`src/design/assert_macros.svh`:
```
// ----------------------------------------------------------------------------
// Assertion macros
// Shared concurrent assertion forms for the decimal rounding design.
// ----------------------------------------------------------------------------
`ifndef ASSERT_MACROS_SVH
`define ASSERT_MACROS_SVH

// Same-cycle implication, disabled while reset is asserted.
`define DIR_ASSERT_IMP(lbl, clk, rst_n, ante, cons) \
    lbl: assert property (@(posedge clk) disable iff (!rst_n) (ante) |-> (cons)) \
        else $error("decimal rounding assertion failed");

// Next-cycle implication, disabled while reset is asserted.
`define DIR_ASSERT_NXT(lbl, clk, rst_n, ante, cons) \
    lbl: assert property (@(posedge clk) disable iff (!rst_n) (ante) |=> (cons)) \
        else $error("decimal rounding assertion failed");

`endif

```
`src/design/dir_pkg.sv`:
```
// ----------------------------------------------------------------------------
// dir_pkg
// Types and constants shared by the decimal integral rounding pipeline.
// ----------------------------------------------------------------------------
package dir_pkg;

    localparam int MAX_SCALE = 28;
    localparam int SCALE_W   = 5;
    localparam int WORD_W    = 32;
    localparam int NUM_WORDS = 3;
    localparam int MANT_W    = WORD_W * NUM_WORDS;
    localparam int WIDX_W    = 2;
    localparam int DIGIT_W   = 4;
    localparam int NUM_CELLS = MAX_SCALE * NUM_WORDS;

    // Exact division of a 35-bit value by five: q = (x * RECIP) >> RECIP_SHIFT.
    localparam int HALF_W      = WORD_W + DIGIT_W - 1;
    localparam int PROD_W      = 71;
    localparam int RECIP_SHIFT = 38;
    localparam logic [35:0] RECIP = 36'd54975581389;

    localparam logic [DIGIT_W-1:0] HALF_DIGIT = 4'd5;

    typedef enum logic [1:0] {
        OP_TRUNC  = 2'd0,
        OP_FLOOR  = 2'd1,
        OP_ROUND  = 2'd2,
        OP_NEGATE = 2'd3
    } op_t;

    typedef struct packed {
        op_t         opcode;
        logic [63:0] mant_low;
        logic [31:0] mant_high;
        logic [4:0]  dec_scale;
        logic        negative;
    } dir_in_t;

    typedef struct packed {
        logic [63:0] res_mant_low;
        logic [31:0] res_mant_high;
        logic [4:0]  res_scale;
        logic        res_negative;
    } dir_out_t;

    // One transaction as it travels down the cell chain.
    typedef struct packed {
        logic                          valid;
        op_t                           op;
        logic [NUM_WORDS-1:0][WORD_W-1:0] mant;
        logic [SCALE_W-1:0]            scale;
        logic                          neg;
        logic [DIGIT_W-1:0]            rem;
        logic [DIGIT_W-1:0]            top_digit;
        logic                          sticky;
    } stage_t;

endpackage

```
`src/design/dir_round.sv`:
```
// ----------------------------------------------------------------------------
// dir_round
// Final increment, sign and scale selection, and the registered result port.
// ----------------------------------------------------------------------------
`include "assert_macros.svh"

module dir_round (
    input  logic              clk,
    input  logic              rst_n,
    input  dir_pkg::stage_t   last,
    output logic              en,
    output logic              rsp_valid,
    input  logic              rsp_ready,
    output dir_pkg::dir_out_t rsp
);

    logic                          rsp_valid_reg;
    logic                          rsp_valid_next;
    dir_pkg::dir_out_t             rsp_reg;
    dir_pkg::dir_out_t             rsp_next;
    logic                          inc;
    logic [dir_pkg::MANT_W-1:0]    mant_sum;
    logic                          load;

    // The chain moves whenever the result slot is free or being taken, or its tail is a bubble.
    assign en   = !rsp_valid_reg || rsp_ready || !last.valid;
    assign load = last.valid && en;

    assign inc = ((last.op == dir_pkg::OP_FLOOR) && last.neg && last.sticky)
              || ((last.op == dir_pkg::OP_ROUND) && (last.top_digit >= dir_pkg::HALF_DIGIT));
    assign mant_sum = last.mant + dir_pkg::MANT_W'(inc);

    always_comb
    begin
        rsp_next.res_mant_low  = mant_sum[63:0];
        rsp_next.res_mant_high = mant_sum[dir_pkg::MANT_W-1:64];
        if (last.op == dir_pkg::OP_NEGATE)
        begin
            rsp_next.res_scale    = last.scale;
            rsp_next.res_negative = !last.neg;
        end
        else
        begin
            rsp_next.res_scale    = '0;
            rsp_next.res_negative = last.neg;
        end
    end

    always_comb
    begin
        priority if (load)
            rsp_valid_next = 1'b1;
        else if (rsp_ready)
            rsp_valid_next = 1'b0;
        else
            rsp_valid_next = rsp_valid_reg;
    end

    always_ff @(posedge clk or negedge rst_n)
    begin
        if (!rst_n)
        begin
            rsp_valid_reg <= 1'b0;
        end
        else
        begin
            rsp_valid_reg <= rsp_valid_next;
        end
    end

    always_ff @(posedge clk)
    begin
        if (load)
        begin
            rsp_reg <= rsp_next;
        end
    end

    assign rsp_valid = rsp_valid_reg;
    assign rsp       = rsp_reg;

    `DIR_ASSERT_IMP(a_stall_only_on_full, clk, rst_n, !en, rsp_valid_reg && !rsp_ready)
    `DIR_ASSERT_IMP(a_no_carry_out, clk, rst_n, last.valid && inc, ~last.mant != '0)
    `DIR_ASSERT_NXT(a_zero_scale, clk, rst_n, load && (last.op != dir_pkg::OP_NEGATE), rsp_reg.res_scale == '0)

endmodule
```
`config.mk`:
```
export PLATFORM = sky130hd
export DESIGN_NAME = dir_round
export DESIGN_NICKNAME = d
export VERILOG_FILES = /design/src/design/dir_pkg.sv /design/src/design/dir_round.sv
export VERILOG_INCLUDE_DIRS = /design/src /design/src/design
export SDC_FILE = /design/constraint.sdc
export NUM_CORES = 1
export LEC_CHECK = 0
export ABC_AREA = 1
export BUFFER_PORTS_ARGS = -buffer_cell sky130_fd_sc_hd__buf_2
export CAP_MARGIN = 20
export CORE_MARGIN = 2
export CORE_UTILIZATION = 51
export DETAILED_ROUTE_END_ITERATION = 16
export PLACE_DENSITY = 0.81
export SYNTH_ARGS = -nofsm -noshare
export SYNTH_HDL_FRONTEND = slang
export SYNTH_SLANG_ARGS = --single-unit
```
`constraint.sdc`:
```
create_clock -name clk -period 8.5 [get_ports clk]
set_input_delay 0.85 -clock clk [delete_from_list [all_inputs] [get_ports clk]]
set_output_delay 0.85 -clock clk [all_outputs]
set_load 0.05 [all_outputs]
```
==> summary.txt <==
Run status
  • Status: finished, final reports clean

Cells and area
  • Largest register FFs: about 100
  • Multi-input logic area: 3330 sq um
  • Finished Cell Area: 8200 sq um
  • Post-layout util: 65.2%
  • Share of layout cells above drive strength 1: 27.7%
  • # diodes: 0
  • Non-filler cells, final: 1219
  • Fin nets: between 1000 and 1500
  • Layout Area Growth over Synthesis: 25.0%
  • # fillers: 1113
  • Register area: 3090 sq um

Synth
  • Synth top area share: 46.7%
  • Syn_area_per_cell: between 8 and 9 sq um
  • EDFF count, synth: between 100 and 150
  • Post-synthesis sequential area ratio: between 40% and 50%
  • FFs w/ async S/R, synth: less than 1%
  • Synth unique cells: 23
  • Synthesis Warnings: 0
  • FF+latch count, synth: 103
  • Post-Syn Area: 6560 sq um
  • Synth Instances: between 800 and 900
  • Post-Syn Nets: 932
  • Main synth FF type: edfxtp_1
  • Synth area leader: edfxtp_1
  • Synth area leaders: edfxtp_1, nand2_1, nor2_1

Worst setup path
  • R2R setup slack: 6.34 ns
  • CP Capture Type: flip-flop
  • Crit path DAT: 2.94 ns
  • Reg2reg start: rsp_valid
  • Startpoint types: primary input
  • Critical path fanouts, max: 5
  • Crit-path slowest cell: ha_1
  • CP delay by family, top: simple AND/OR/NAND/NOR gates
  • FF-to-FF path depth: 3
  • Worst path buffer plus inverter count: 1
  • Worst setup path category: in2reg
  • FF-to-FF End: rsp[16]
  • CP required: 8.60 ns
  • Cell mode on critical path: nand2_1
  • Critical path, cell by cell: buf_2, o21ai_0, nand2_1, a32oi_1, a21oi_1, ha_1, ha_1, nand2_1, nor2_4, nand2_1, nor2_1, nand2_1, nor2_2, nand2_1, nand2_1, nand2_1
  • Max stage delay on crit path: 0.27 ns

Clock network
  • Clock tree buffer depth: 2
  • Clk sink count: about 100
  • Reg clk slew, reported paths: 0.07 ns
  • CTS tree: yes
  • CTS buffer count: 9
  • H-tree depth: 3
  • Hold buffers post-CTS: 0
  • Post-CTS Resized: 0
  • Clock Latency Late Sink: around 0.36 ns
  • Post-CTS setup buffers: 0
  • Clock Tree Root: clkbuf_16

Placed design
  • Placed cell area: 7880 sq um
  • PortBufs: 216
  • Final Wtd Congestion: ~1
  • Cell Count Post-Placement: 1203
  • Post-DP HPWL: 16.7 mm

Global routing
  • Largest net degree at the start of global routing: 54
  • Total track usage: 29.5%
  • Initial antenna violation count: 0
  • Remaining Overflow, GRT: 0
  • First-pass GRT wire length: 31.1 mm
  • Vias in the first global route: ~6000

Timing
  • Min Clock Period, post-route: 2.84 ns
  • Fin. Hold Viols: 0
  • Tightest Pin Transition: 0.654 ns
  • Slew margin rel.: ~56%
  • RSZ-0062 raised after global routing: no
  • Hold_ws: between 0.2 and 0.3 ns
  • Max Slew Vio Count: 0
  • Setup Viol. Count Final: 0
  • Worst Clk Skew: 0.00570 ns
  • Setup tns final: 0 ns
  • Fmax: between 300 and 400 MHz
  • Final Cycle Share: 33.4%

Power
  • Leakage power: around 0.0034 uW
  • Cell Pwr Density: 156 nW/um^2
  • Maximum VDD drop: 98.8 uV

Detailed routing
  • DR vias: between 6000 and 7000
  • Initial drt markers: 683
  • DRC: 0
  • Post-route ant nets: 0
  • Iteration count of the initial detailed-routing pass: 5
  • Per-cell routed wire length: between 15 and 20 um
  • Drt total wl: 19.9 mm
  • Routed vias/inst: around 5.1

Run
  • Max_cap viols: 0

Die
  • Die H: roughly 120 um
  • Starting density of the core: between 50 and 60%
  • Full die area: 13800 sq um
  • CORE AREA: 12600 sq um
  • Number of cell rows: 41
  • Num ports: 221
  • Die extent in x: about 120 um

Min path
  • Worst Hold Class: in2async
how the worst max path moves through the flow:
stage,startpoint,end,slack (ns),cells after the start
floorplan,last[113],rsp[0],2.09,2
global placement,last[1],rsp[20],5.35,16
detailed placement,last[1],rsp[20],5.29,16
CTS,last[1],rsp[20],5.67,16
global route,last[1],rsp[20],5.40,16
finish,last[1],rsp[12],5.66,16
cell usage in the layout (no fill, tap or decap):
cell type,n
a21oi_1,1
a21oi_4,1
a32oi_1,1
and2_1,8
buf_2,216
buf_4,2
bufinv_16,1
clkbuf_16,9
clkbuf_8,2
clkinv_4,1
clkinvlp_4,1
dfrtp_1,1
edfxtp_1,102
ha_1,2
inv_1,41
inv_6,2
nand2_1,300
nand2_2,13
nand2_4,7
nand3_1,21
nand3b_1,25
nand4_1,2
nor2_1,184
nor2_2,13
nor2_4,18
nor2_8,3
nor3_1,2
o21ai_0,3
o21ai_1,1
xnor2_1,33
xor2_1,30
xor2_2,1
cells by family (layout without fill, tap and decap cells):
kind of cell,after synthesis,count (layout),synth area share (%)
DFF,103,103,47.1
adders and majority gates,2,2,0.381
buffers and inverters,41,275,2.35
xor gates and xnor gates,64,64,8.66
and+or+nand+nor,596,596,40.9
AOI/OAI and AO/OA,7,7,0.591
per-layer routing:
layer	up-vias	track usage [%]	routed length [um]
li1	3059	-	-
met4	0	10.6	442
met3	34	4.47	1680
met5	-	0	0
met2	283	47.4	9170
met1	2784	40.9	8640
cell type report:
class	instances	share of cell area, %
multi-input cells	669	40.6
flip-flops and latches	103	37.7
repair buffers	218	13.4
clock buffers	11	3.08
well taps	172	2.62
inverters	41	1.88
clock inverters	5	0.778
where the power goes:
group          total, uW  internal (uW)  switching [uW]
Clock                433            247             186
Combinational        244           60.6             184
Sequential           600            593            6.84
Yosys cell counts (2+ instances only):
| cell type | instances |
|---|---|
| nand3b_1 | 25 |
| nor2_8 | 3 |
| nand2_2 | 13 |
| ha_1 | 2 |
| nor2_2 | 13 |
| nand3_1 | 21 |
| nor2_1 | 184 |
| nor3_1 | 2 |
| xor2_1 | 30 |
| nand4_1 | 2 |
| nor2_4 | 18 |
| inv_1 | 41 |
| o21ai_0 | 3 |
| edfxtp_1 | 102 |
| nand2_4 | 7 |
| nand2_1 | 300 |
| a21oi_1 | 2 |
| xnor2_1 | 33 |
| and2_1 | 8 |
per-stage QoR:
stage / power [uW] / worst slack, ns
6_report: 1280 / 5.66
4_1_cts: 1280 / 5.67
5_1_grt: 1320 / 5.40
2_1_floorplan: 771 / 2.09
3_5_place_dp: 852 / 5.29
3_3_place_gp: 850 / 5.35
Note: power is estimated with default switching activity, not from simulation.
